==> src/rtl/pqe_pkg.sv <==
// shared constants for the primitive quad expander
package pqe_pkg;

    localparam int INDEX_BITS_DEF = 16;
    localparam int COORD_BITS_DEF = 16;

    localparam logic [31:0] ALPHA_MASK = 32'hFF00_0000;

    localparam logic [2:0] CMD_LINE       = 3'd0;
    localparam logic [2:0] CMD_RECT_LINE  = 3'd1;
    localparam logic [2:0] CMD_RECT_FILL  = 3'd2;
    localparam logic [2:0] CMD_QUAD_LINE  = 3'd3;
    localparam logic [2:0] CMD_QUAD_FILL  = 3'd4;

    localparam logic KIND_VERTEX = 1'b0;
    localparam logic KIND_INDEX  = 1'b1;

endpackage

==> src/rtl/pqe_cmd_if.sv <==
// request channel carrying one drawing command
interface pqe_cmd_if;
    logic               valid;
    logic               ready;
    logic [2:0]         cmd;
    logic signed [15:0] p1_x;
    logic signed [15:0] p1_y;
    logic signed [15:0] p2_x;
    logic signed [15:0] p2_y;
    logic signed [15:0] p3_x;
    logic signed [15:0] p3_y;
    logic signed [15:0] p4_x;
    logic signed [15:0] p4_y;
    logic [31:0]        color;
    logic [11:0]        thickness;

    modport source (output valid, cmd, p1_x, p1_y, p2_x, p2_y, p3_x, p3_y, p4_x, p4_y,
                    color, thickness, input ready);
    modport sink   (input valid, cmd, p1_x, p1_y, p2_x, p2_y, p3_x, p3_y, p4_x, p4_y,
                    color, thickness, output ready);
endinterface

==> src/rtl/pqe_res_if.sv <==
// result channel carrying vertices and indices
interface pqe_res_if;
    logic               valid;
    logic               ready;
    logic               kind;
    logic signed [15:0] vx;
    logic signed [15:0] vy;
    logic [31:0]        vcolor;
    logic [15:0]        index_value;
    logic               last;

    modport source (output valid, kind, vx, vy, vcolor, index_value, last, input ready);
    modport sink   (input valid, kind, vx, vy, vcolor, index_value, last, output ready);
endinterface

==> src/rtl/primitive_quad_expander.sv <==
// primitive quad expander: thick lines, rectangles and quads to vertices and indices
// One command is taken while the block is idle; every drawn quad then gives four vertex
// results and six index results, the indices counted from a base that advances by four
// per quad and wraps at INDEX_BITS. A fill picks its quad and forms the corners. Each drawn
// edge of a line or outline first picks the edge, then takes the squared length, the
// bit-serial division of 2^62 by it, the bit-serial square root and the offset products
// on the one shared multiplier, and forms the corners; its ten results then go out at
// one result per cycle while the sink is ready.
// Zero alpha, an unknown command or an outline with all edges of zero length gives nothing
// and the block stays ready.
module primitive_quad_expander #(
    parameter int INDEX_BITS = pqe_pkg::INDEX_BITS_DEF,
    parameter int COORD_BITS = pqe_pkg::COORD_BITS_DEF
) (
    input  logic       clk,
    input  logic       rst_n,
    pqe_cmd_if.sink    cmd_ch,
    pqe_res_if.source  res_ch
);
    import pqe_pkg::*;

    localparam logic [3:0] ST_IDLE = 4'd0;
    localparam logic [3:0] ST_SEL  = 4'd1;
    localparam logic [3:0] ST_LEN1 = 4'd2;
    localparam logic [3:0] ST_LEN2 = 4'd3;
    localparam logic [3:0] ST_DIV  = 4'd4;
    localparam logic [3:0] ST_SQRT = 4'd5;
    localparam logic [3:0] ST_MY1  = 4'd6;
    localparam logic [3:0] ST_MY2  = 4'd7;
    localparam logic [3:0] ST_MX1  = 4'd8;
    localparam logic [3:0] ST_MX2  = 4'd9;
    localparam logic [3:0] ST_VTX  = 4'd10;
    localparam logic [3:0] ST_EMIT = 4'd11;

    localparam logic signed [32:0] SAT_HI = (33'sd1 <<< (COORD_BITS - 1)) - 33'sd1;
    localparam logic signed [32:0] SAT_LO = -SAT_HI - 33'sd1;

    function automatic logic [15:0] sat_coord(input logic signed [17:0] v);
        logic signed [32:0] w;
        begin
            w = 33'(v);
            if (w > SAT_HI)
                w = SAT_HI;
            else if (w < SAT_LO)
                w = SAT_LO;
            return w[15:0];
        end
    endfunction

    logic [3:0]            state_reg, state_next;
    logic signed [15:0]    px_reg [4];
    logic signed [15:0]    py_reg [4];
    logic signed [15:0]    px_next [4];
    logic signed [15:0]    py_next [4];
    logic [3:0]            mask_reg, mask_next;
    logic                  fill_reg, fill_next;
    logic [31:0]           color_reg, color_next;
    logic [11:0]           thick_reg, thick_next;
    logic [1:0]            edge_reg, edge_next;
    logic [5:0]            step_reg, step_next;
    logic [33:0]           len_reg, len_next;
    logic [35:0]           rem_reg, rem_next;
    logic [63:0]           quo_reg, quo_next;
    logic [31:0]           root_reg, root_next;
    logic [28:0]           pt_reg, pt_next;
    logic signed [15:0]    ox_reg, ox_next;
    logic signed [15:0]    oy_reg, oy_next;
    logic [15:0]           vtx_x_reg [4];
    logic [15:0]           vtx_y_reg [4];
    logic [15:0]           vtx_x_next [4];
    logic [15:0]           vtx_y_next [4];
    logic [3:0]            k_reg, k_next;
    logic [INDEX_BITS-1:0] cnt_reg, cnt_next;

    logic                  ov_reg, ov_next;
    logic                  kind_reg, kind_next;
    logic [15:0]           vx_reg, vx_next;
    logic [15:0]           vy_reg, vy_next;
    logic [31:0]           vcol_reg, vcol_next;
    logic [15:0]           idx_reg, idx_next;
    logic                  last_reg, last_next;

    // corners of the incoming command
    logic signed [15:0]    cx [4];
    logic signed [15:0]    cy [4];
    logic [3:0]            nz;
    logic [3:0]            in_mask;
    logic                  is_rect;
    logic                  accept;

    // current edge
    logic [1:0]            e1;
    logic signed [16:0]    dx, dy;
    logic [16:0]           adx, ady;

    // shared multiplier and subtractor
    logic [28:0]           mul_a;
    logic [31:0]           mul_b;
    logic [60:0]           prod;
    logic [61:0]           rnd;
    logic [13:0]           omag;
    logic [35:0]           sub_a, sub_b;
    logic [36:0]           diff;
    logic                  ge;
    logic [35:0]           div_sh, sq_sh;

    logic [3:0]            above;
    logic [1:0]            ord;
    logic [INDEX_BITS-1:0] idx_full;

    assign accept = cmd_ch.valid && cmd_ch.ready;
    assign cmd_ch.ready = (state_reg == ST_IDLE);

    always_comb
    begin
        is_rect = (cmd_ch.cmd == CMD_RECT_LINE) || (cmd_ch.cmd == CMD_RECT_FILL);
        cx[0] = cmd_ch.p1_x;
        cy[0] = cmd_ch.p1_y;
        cx[1] = cmd_ch.p2_x;
        cy[1] = is_rect ? cmd_ch.p1_y : cmd_ch.p2_y;
        cx[2] = is_rect ? cmd_ch.p2_x : cmd_ch.p3_x;
        cy[2] = is_rect ? cmd_ch.p2_y : cmd_ch.p3_y;
        cx[3] = is_rect ? cmd_ch.p1_x : cmd_ch.p4_x;
        cy[3] = is_rect ? cmd_ch.p2_y : cmd_ch.p4_y;
        for (int i = 0; i < 4; i++)
            nz[i] = (cx[i] != cx[(i + 1) % 4]) || (cy[i] != cy[(i + 1) % 4]);
        case (cmd_ch.cmd)
            CMD_LINE:      in_mask = {3'b000, nz[0]};
            CMD_RECT_LINE: in_mask = nz;
            CMD_QUAD_LINE: in_mask = nz;
            CMD_RECT_FILL: in_mask = 4'b0001;
            CMD_QUAD_FILL: in_mask = 4'b0001;
            default:       in_mask = 4'b0000;
        endcase
        if ((cmd_ch.color & ALPHA_MASK) == 32'd0)
            in_mask = 4'b0000;
    end

    always_comb
    begin
        e1  = edge_reg + 2'd1;
        dx  = 17'(px_reg[e1]) - 17'(px_reg[edge_reg]);
        dy  = 17'(py_reg[e1]) - 17'(py_reg[edge_reg]);
        adx = dx[16] ? 17'(-dx) : 17'(dx);
        ady = dy[16] ? 17'(-dy) : 17'(dy);

        case (state_reg)
            ST_LEN1:
            begin
                mul_a = 29'(adx);
                mul_b = 32'(adx);
            end
            ST_LEN2:
            begin
                mul_a = 29'(ady);
                mul_b = 32'(ady);
            end
            ST_MY1:
            begin
                mul_a = 29'(ady);
                mul_b = 32'(thick_reg);
            end
            ST_MX1:
            begin
                mul_a = 29'(adx);
                mul_b = 32'(thick_reg);
            end
            default:
            begin
                mul_a = pt_reg;
                mul_b = root_reg;
            end
        endcase
        prod = 61'(mul_a) * 61'(mul_b);
        rnd  = {1'b0, prod} + (62'd1 << 31);
        omag = rnd[45:32];

        div_sh = {rem_reg[34:0], (step_reg == 6'd0)};
        sq_sh  = {rem_reg[33:0], quo_reg[63:62]};
        if (state_reg == ST_DIV)
        begin
            sub_a = div_sh;
            sub_b = {2'b00, len_reg};
        end
        else
        begin
            sub_a = sq_sh;
            sub_b = {2'b00, root_reg, 2'b01};
        end
        diff = {1'b0, sub_a} - {1'b0, sub_b};
        ge   = !diff[36];

        for (int i = 0; i < 4; i++)
            above[i] = mask_reg[i] && (i > int'(edge_reg));
        case (k_reg)
            4'd4:    ord = 2'd0;
            4'd5:    ord = 2'd1;
            4'd6:    ord = 2'd2;
            4'd7:    ord = 2'd0;
            4'd8:    ord = 2'd2;
            default: ord = 2'd3;
        endcase
        idx_full = cnt_reg + INDEX_BITS'(ord);
    end

    always_comb
    begin
        state_next = state_reg;
        px_next    = px_reg;
        py_next    = py_reg;
        mask_next  = mask_reg;
        fill_next  = fill_reg;
        color_next = color_reg;
        thick_next = thick_reg;
        edge_next  = edge_reg;
        step_next  = step_reg;
        len_next   = len_reg;
        rem_next   = rem_reg;
        quo_next   = quo_reg;
        root_next  = root_reg;
        pt_next    = pt_reg;
        ox_next    = ox_reg;
        oy_next    = oy_reg;
        vtx_x_next = vtx_x_reg;
        vtx_y_next = vtx_y_reg;
        k_next     = k_reg;
        cnt_next   = cnt_reg;
        ov_next    = ov_reg && !res_ch.ready;
        kind_next  = kind_reg;
        vx_next    = vx_reg;
        vy_next    = vy_reg;
        vcol_next  = vcol_reg;
        idx_next   = idx_reg;
        last_next  = last_reg;

        case (state_reg)
            ST_IDLE:
            begin
                if (accept && (in_mask != 4'b0000))
                begin
                    px_next    = cx;
                    py_next    = cy;
                    mask_next  = in_mask;
                    fill_next  = (cmd_ch.cmd == CMD_RECT_FILL) ||
                                 (cmd_ch.cmd == CMD_QUAD_FILL);
                    color_next = cmd_ch.color;
                    thick_next = cmd_ch.thickness;
                    edge_next  = 2'd0;
                    state_next = ST_SEL;
                end
            end
            ST_SEL:
            begin
                if (mask_reg[edge_reg])
                begin
                    if (fill_reg)
                    begin
                        ox_next    = 16'sd0;
                        oy_next    = 16'sd0;
                        state_next = ST_VTX;
                    end
                    else
                        state_next = ST_LEN1;
                end
                else
                    edge_next = edge_reg + 2'd1;
            end
            ST_LEN1:
            begin
                len_next   = prod[33:0];
                state_next = ST_LEN2;
            end
            ST_LEN2:
            begin
                len_next   = len_reg + prod[33:0];
                rem_next   = '0;
                quo_next   = '0;
                step_next  = 6'd0;
                state_next = ST_DIV;
            end
            ST_DIV:
            begin
                // restoring division of 2^62 by the squared length
                rem_next  = ge ? diff[35:0] : div_sh;
                quo_next  = {quo_reg[62:0], ge};
                step_next = step_reg + 6'd1;
                if (step_reg == 6'd62)
                begin
                    step_next  = 6'd0;
                    rem_next   = '0;
                    root_next  = '0;
                    state_next = ST_SQRT;
                end
            end
            ST_SQRT:
            begin
                // two radicand bits per step, one root bit out
                rem_next  = ge ? diff[35:0] : sq_sh;
                root_next = {root_reg[30:0], ge};
                quo_next  = {quo_reg[61:0], 2'b00};
                step_next = step_reg + 6'd1;
                if (step_reg == 6'd31)
                    state_next = ST_MY1;
            end
            ST_MY1:
            begin
                pt_next    = prod[28:0];
                state_next = ST_MY2;
            end
            ST_MY2:
            begin
                // x offset points against the sign of dy
                ox_next    = dy[16] ? 16'(omag) : -16'(omag);
                state_next = ST_MX1;
            end
            ST_MX1:
            begin
                pt_next    = prod[28:0];
                state_next = ST_MX2;
            end
            ST_MX2:
            begin
                oy_next    = dx[16] ? -16'(omag) : 16'(omag);
                state_next = ST_VTX;
            end
            ST_VTX:
            begin
                if (fill_reg)
                begin
                    for (int i = 0; i < 4; i++)
                    begin
                        vtx_x_next[i] = sat_coord(18'(px_reg[i]));
                        vtx_y_next[i] = sat_coord(18'(py_reg[i]));
                    end
                end
                else
                begin
                    vtx_x_next[0] = sat_coord(18'(px_reg[edge_reg]) + 18'(ox_reg));
                    vtx_y_next[0] = sat_coord(18'(py_reg[edge_reg]) + 18'(oy_reg));
                    vtx_x_next[1] = sat_coord(18'(px_reg[e1]) + 18'(ox_reg));
                    vtx_y_next[1] = sat_coord(18'(py_reg[e1]) + 18'(oy_reg));
                    vtx_x_next[2] = sat_coord(18'(px_reg[e1]) - 18'(ox_reg));
                    vtx_y_next[2] = sat_coord(18'(py_reg[e1]) - 18'(oy_reg));
                    vtx_x_next[3] = sat_coord(18'(px_reg[edge_reg]) - 18'(ox_reg));
                    vtx_y_next[3] = sat_coord(18'(py_reg[edge_reg]) - 18'(oy_reg));
                end
                k_next     = 4'd0;
                state_next = ST_EMIT;
            end
            ST_EMIT:
            begin
                if (!ov_reg || res_ch.ready)
                begin
                    ov_next = 1'b1;
                    if (k_reg < 4'd4)
                    begin
                        kind_next = KIND_VERTEX;
                        vx_next   = vtx_x_reg[k_reg[1:0]];
                        vy_next   = vtx_y_reg[k_reg[1:0]];
                        vcol_next = color_reg;
                        idx_next  = 16'd0;
                    end
                    else
                    begin
                        kind_next = KIND_INDEX;
                        vx_next   = 16'd0;
                        vy_next   = 16'd0;
                        vcol_next = 32'd0;
                        idx_next  = idx_full[15:0];
                    end
                    last_next = (k_reg == 4'd9) && (above == 4'b0000);
                    k_next    = k_reg + 4'd1;
                    if (k_reg == 4'd9)
                    begin
                        cnt_next = cnt_reg + INDEX_BITS'(4);
                        if (above == 4'b0000)
                            state_next = ST_IDLE;
                        else
                        begin
                            edge_next  = edge_reg + 2'd1;
                            state_next = ST_SEL;
                        end
                    end
                end
            end
            default:
                state_next = ST_IDLE;
        endcase
    end

    always_ff @(posedge clk or negedge rst_n)
    begin
        if (!rst_n)
        begin
            state_reg <= ST_IDLE;
            cnt_reg   <= '0;
            ov_reg    <= 1'b0;
        end
        else
        begin
            state_reg <= state_next;
            cnt_reg   <= cnt_next;
            ov_reg    <= ov_next;
        end
    end

    always_ff @(posedge clk)
    begin
        px_reg    <= px_next;
        py_reg    <= py_next;
        mask_reg  <= mask_next;
        fill_reg  <= fill_next;
        color_reg <= color_next;
        thick_reg <= thick_next;
        edge_reg  <= edge_next;
        step_reg  <= step_next;
        len_reg   <= len_next;
        rem_reg   <= rem_next;
        quo_reg   <= quo_next;
        root_reg  <= root_next;
        pt_reg    <= pt_next;
        ox_reg    <= ox_next;
        oy_reg    <= oy_next;
        vtx_x_reg <= vtx_x_next;
        vtx_y_reg <= vtx_y_next;
        k_reg     <= k_next;
        kind_reg  <= kind_next;
        vx_reg    <= vx_next;
        vy_reg    <= vy_next;
        vcol_reg  <= vcol_next;
        idx_reg   <= idx_next;
        last_reg  <= last_next;
    end

    assign res_ch.valid       = ov_reg;
    assign res_ch.kind        = kind_reg;
    assign res_ch.vx          = vx_reg;
    assign res_ch.vy          = vy_reg;
    assign res_ch.vcolor      = vcol_reg;
    assign res_ch.index_value = idx_reg;
    assign res_ch.last        = last_reg;

    a_cnt_step: assert property (@(posedge clk) disable iff (!rst_n)
        (cnt_reg != $past(cnt_reg)) |-> (cnt_reg == $past(cnt_reg) + INDEX_BITS'(4)))
        else $error("base vertex moved by other than four");

    a_index_clean: assert property (@(posedge clk) disable iff (!rst_n)
        (res_ch.valid && (res_ch.kind == KIND_INDEX)) |->
        (res_ch.vx == 16'd0 && res_ch.vy == 16'd0 && res_ch.vcolor == 32'd0))
        else $error("index result carries vertex data");

    a_last_index: assert property (@(posedge clk) disable iff (!rst_n)
        (res_ch.valid && res_ch.last) |-> (res_ch.kind == KIND_INDEX))
        else $error("final result is not an index");

    a_load_emit: assert property (@(posedge clk) disable iff (!rst_n)
        $rose(res_ch.valid) |-> ($past(state_reg) == ST_EMIT))
        else $error("result loaded outside emit");

endmodule

==> src/flat_wrapper.sv <==
// flat-port wrapper written by rule: the top's interface ports become plain ports
module primitive_quad_expander_flat import pqe_pkg::*;
#(
    parameter int INDEX_BITS = pqe_pkg::INDEX_BITS_DEF,
    parameter int COORD_BITS = pqe_pkg::COORD_BITS_DEF
)
  (clk, rst_n, cmd_ch_valid, cmd_ch_cmd, cmd_ch_p1_x, cmd_ch_p1_y, cmd_ch_p2_x, cmd_ch_p2_y, cmd_ch_p3_x, cmd_ch_p3_y, cmd_ch_p4_x, cmd_ch_p4_y, cmd_ch_color, cmd_ch_thickness, cmd_ch_ready, res_ch_valid, res_ch_kind, res_ch_vx, res_ch_vy, res_ch_vcolor, res_ch_index_value, res_ch_last, res_ch_ready);
  pqe_cmd_if cmd_ch_i ();
  pqe_res_if res_ch_i ();
  input  logic clk;
  input  logic rst_n;
  input wire logic [$bits(cmd_ch_i.valid)-1:0] cmd_ch_valid;
  input wire logic [$bits(cmd_ch_i.cmd)-1:0] cmd_ch_cmd;
  input wire logic [$bits(cmd_ch_i.p1_x)-1:0] cmd_ch_p1_x;
  input wire logic [$bits(cmd_ch_i.p1_y)-1:0] cmd_ch_p1_y;
  input wire logic [$bits(cmd_ch_i.p2_x)-1:0] cmd_ch_p2_x;
  input wire logic [$bits(cmd_ch_i.p2_y)-1:0] cmd_ch_p2_y;
  input wire logic [$bits(cmd_ch_i.p3_x)-1:0] cmd_ch_p3_x;
  input wire logic [$bits(cmd_ch_i.p3_y)-1:0] cmd_ch_p3_y;
  input wire logic [$bits(cmd_ch_i.p4_x)-1:0] cmd_ch_p4_x;
  input wire logic [$bits(cmd_ch_i.p4_y)-1:0] cmd_ch_p4_y;
  input wire logic [$bits(cmd_ch_i.color)-1:0] cmd_ch_color;
  input wire logic [$bits(cmd_ch_i.thickness)-1:0] cmd_ch_thickness;
  output wire logic [$bits(cmd_ch_i.ready)-1:0] cmd_ch_ready;
  output wire logic [$bits(res_ch_i.valid)-1:0] res_ch_valid;
  output wire logic [$bits(res_ch_i.kind)-1:0] res_ch_kind;
  output wire logic [$bits(res_ch_i.vx)-1:0] res_ch_vx;
  output wire logic [$bits(res_ch_i.vy)-1:0] res_ch_vy;
  output wire logic [$bits(res_ch_i.vcolor)-1:0] res_ch_vcolor;
  output wire logic [$bits(res_ch_i.index_value)-1:0] res_ch_index_value;
  output wire logic [$bits(res_ch_i.last)-1:0] res_ch_last;
  input wire logic [$bits(res_ch_i.ready)-1:0] res_ch_ready;
  assign cmd_ch_i.valid = cmd_ch_valid;
  assign cmd_ch_i.cmd = cmd_ch_cmd;
  assign cmd_ch_i.p1_x = cmd_ch_p1_x;
  assign cmd_ch_i.p1_y = cmd_ch_p1_y;
  assign cmd_ch_i.p2_x = cmd_ch_p2_x;
  assign cmd_ch_i.p2_y = cmd_ch_p2_y;
  assign cmd_ch_i.p3_x = cmd_ch_p3_x;
  assign cmd_ch_i.p3_y = cmd_ch_p3_y;
  assign cmd_ch_i.p4_x = cmd_ch_p4_x;
  assign cmd_ch_i.p4_y = cmd_ch_p4_y;
  assign cmd_ch_i.color = cmd_ch_color;
  assign cmd_ch_i.thickness = cmd_ch_thickness;
  assign cmd_ch_ready = cmd_ch_i.ready;
  assign res_ch_valid = res_ch_i.valid;
  assign res_ch_kind = res_ch_i.kind;
  assign res_ch_vx = res_ch_i.vx;
  assign res_ch_vy = res_ch_i.vy;
  assign res_ch_vcolor = res_ch_i.vcolor;
  assign res_ch_index_value = res_ch_i.index_value;
  assign res_ch_last = res_ch_i.last;
  assign res_ch_i.ready = res_ch_ready;
  primitive_quad_expander #(.INDEX_BITS(INDEX_BITS), .COORD_BITS(COORD_BITS)) u_core (.clk(clk), .rst_n(rst_n), .cmd_ch(cmd_ch_i), .res_ch(res_ch_i));
endmodule
==> config.mk <==
export PLATFORM = sky130hd
export DESIGN_NAME = primitive_quad_expander_flat
export DESIGN_NICKNAME = d
export VERILOG_FILES = /design/src/rtl/pqe_pkg.sv /design/src/rtl/pqe_cmd_if.sv /design/src/rtl/pqe_res_if.sv /design/src/rtl/primitive_quad_expander.sv /design/src/flat_wrapper.sv
export SDC_FILE = /design/constraint.sdc
export NUM_CORES = 2
export LEC_CHECK = 0
export BUFFER_PORTS_ARGS = -buffer_cell sky130_fd_sc_hd__buf_2
export CORE_UTILIZATION = 45
export DETAILED_ROUTE_END_ITERATION = 10
export MAX_ROUTING_LAYER = met4
export PLACE_DENSITY = 0.72
export SYNTH_ARGS = -nofsm -noshare
export SYNTH_HDL_FRONTEND = slang
export SYNTH_SLANG_ARGS = --single-unit
==> constraint.sdc <==
create_clock -name clk -period 18.3 [get_ports clk]
set_input_delay 3.66 -clock clk [delete_from_list [all_inputs] [get_ports clk]]
set_output_delay 3.66 -clock clk [all_outputs]
set_load 0.01 [all_outputs]
==> reports/summary.txt <==
Outcome - finished with violations
Violated checks - max-capacitance violations
DRC Markers - 0
Fmax - 61.8 MHz
Final Slew Violations - 0
Root Buffer - clkbuf_16
Setup bufs post-CTS - 0
Least-Margin Pin Slew - 1.48 ns
Syn_area_per_cell - 9.68 µm²
Post-Syn Instances - 7167
DIE AREA - 156000 µm²
Slowest-stage cell, CP - a211oi_1
Gpl congestion - 0.994
Hold Startpoint - u_core.cnt_reg[15]$_DFFE_PN0P_
Fill count - 14100
Ys flop type - edfxtp_1
Clk sinks - 644
Largest net degree at the start of global routing - 172
Rows - 143
Via density - 5.79
Die outline width - 395 µm
CTS max path bufs - 3
Reg2Reg Launch Point - u_core.edge_reg[1]$_SDFFCE_PN0P_
Hold Fails Final Rpt - 0
Worst EP required - 18.66 ns
Seq/Total Area, Yosys - 27.8%
Period Utilization, post-route - 88.4%
Crit path DAT - 16.53 ns
Via count - 54300
Reg2Reg Depth - 55
Flop-to-flop setup slack - 2.13 ns
Unique masters post-synth - 121
ANT nets after route - 0
Worst setup SP type - flop
Worst r2r dst - u_core.len_reg[33]$_DFFE_PP_
EDFF count, synth - 625
Dpl cells - 9228
Routed len/inst - 24.9 µm
Total congestion overflow - 0
Final wirelength - 233000 µm
Max-cap viol count - 1
Post-route design area - 75500 µm²
Overall Global Routing Usage - 30.9%
Worst min path class - flop to flop
Hold Path Depth - 1
Commonest cells after routing, fill and taps aside - inv_1, nand2_1, fa_1
CTS tree - yes
Layout Area Growth over Synthesis - 8.94%
Fin cells - 9381
Num CTS Buffers - 76
Crit path kind - flop to flop
Clock network latency to the later pin of the worst-skew pair - 0.72 ns
Initial antenna violation count - 16
Initial core utilization - 45.5%
RSZ-0062 raised after global routing - false
Drt pass-1 iters - 8
Hold_ws - 0.465 ns
Post-synth ARST share - 2.95%
Die span in y - 395 µm
Placed inst area - 72900 µm²
# port buffers - 262
Critical path endpoint category - flop
Vias in the first global route - 55000
Layout Nets - 8583
CTS resizes - 0
CTS Hold Buffers Added - 0
Final HPWL DP - 181000 µm
First-pass GRT wire length - 349000 µm
# IOs - 263
Commonest non-fill, non-tap cell in the layout - inv_1
Crit path largest cell delay - 1.15 ns
Core area - 152000 µm²
Htree depth - 3
Post-Syn Area - 69300 µm²
Relative slew slack - 0.760%
DR iter-0 viols - 5305
Yosys reg bits - 644
Worst Hold End - u_core.cnt_reg[15]$_DFFE_PN0P_
Yosys warns - 0
CP max FO - 37
Layout cell share with drive strength beyond 1 - 10.3%
Worst Skew - 0.0751 ns
Setup Total Neg Slack - 0 ns
Worst-path clk slew - 0.06 ns
Endpoints failing setup - 0
Syn nets - 8473
Fin crit period - 16.17 ns
[cell families after synthesis]
group / after synthesis / synth area share, %
AND/OR/NAND/NOR: 2174 / 14.6
adder cells (fa/ha/maj): 1236 / 29.6
buffers and inverters: 1433 / 7.87
AO/OA/AOI/OAI: 1075 / 10.3
XOR/XNOR: 434 / 5.61
multiplexers: 171 / 4.26
flip-flops: 644 / 27.8
[how the worst max path moves through the flow]
| stage | start | endpoint | slack (ns) | depth (start not counted) |
|---|---|---|---|---|
| after floorplan | u_core.edge_reg[0]$_SDFFCE_PN0P_ | u_core.ox_reg[12]$_SDFFCE_PP0P_ | 3.74 | 57 |
| after global placement | u_core.edge_reg[1]$_SDFFCE_PN0P_ | u_core.len_reg[33]$_DFFE_PP_ | 2.47 | 55 |
| after detailed placement | u_core.edge_reg[1]$_SDFFCE_PN0P_ | u_core.oy_reg[12]$_SDFFCE_PN0P_ | 2.29 | 52 |
| after CTS | u_core.edge_reg[1]$_SDFFCE_PN0P_ | u_core.ox_reg[12]$_SDFFCE_PP0P_ | 2.23 | 52 |
| after global routing | u_core.edge_reg[0]$_SDFFCE_PN0P_ | u_core.ox_reg[12]$_SDFFCE_PP0P_ | 1.43 | 49 |
| final | u_core.edge_reg[1]$_SDFFCE_PN0P_ | u_core.len_reg[33]$_DFFE_PP_ | 2.13 | 55 |
[layout make-up]
cell class | count | area [µm²] | area share (%)
multi-input cells | 5090 | 44800 | 59.3
flip-flops and latches | 644 | 19200 | 25.5
inverters | 1085 | 4080 | 5.39
well taps | 2030 | 2540 | 3.36
repair buffers | 380 | 2220 | 2.94
clock buffers | 86 | 1950 | 2.58
clock inverters | 56 | 659 | 0.873
diodes | 10 | 25.0 | 0.0331
[routing by layer]
metal / vias up / part of all wire, % / wire, µm / global-route usage (%)
met5: - / 0 / 0 / -
met4: 0 / 4.8 / 11200 / 13.2
met3: 438 / 9.3 / 21800 / 5.78
met2: 2626 / 45 / 105000 / 47.1
met1: 27200 / 41 / 95400 / 40.2
li1: 24100 / - / - / -
[stage by stage]
stage	utilization, %	setup WS [ns]
final	49.6	2.13
after global routing	49.5	1.43
after CTS	49.5	2.23
after detailed placement	47.8	2.29
after global placement	47.8	2.47
after floorplan	-	3.74
[critical path: cells and delay by family (launching register included)]
family / cells / cell delay (ns)
flops: 1 / 0.33
compound gates: 21 / 5.52
simple gates: 6 / 1.02
mux: 1 / 0.32
fa+ha+maj: 13 / 5.93
buf+inv: 10 / 1.45
xor+xnor: 4 / 1.20
[Yosys cell counts, types with 102 or more instances]
| cell type | instances | area, µm² |
|---|---|---|
| edfxtp_1 | 625 | 18800 |
| a21oi_1 | 219 | 1100 |
| nor2_1 | 463 | 1740 |
| maj3_1 | 109 | 1090 |
| o21ai_0 | 334 | 1670 |
| and3_1 | 125 | 782 |
| xnor2_1 | 246 | 2150 |
| and2_1 | 161 | 1010 |
| fa_1 | 715 | 14300 |
| nand3_1 | 102 | 510 |
| xor2_1 | 181 | 1590 |
| inv_1 | 1081 | 4060 |
| clkbuf_1 | 294 | 1100 |
| nand2b_1 | 106 | 663 |
| ha_1 | 412 | 5150 |
| nand2_1 | 919 | 3450 |
Power is left out: the tool's default activity adds up to more than one toggle a clock period on the data nets, which glitch-free logic cannot reach.
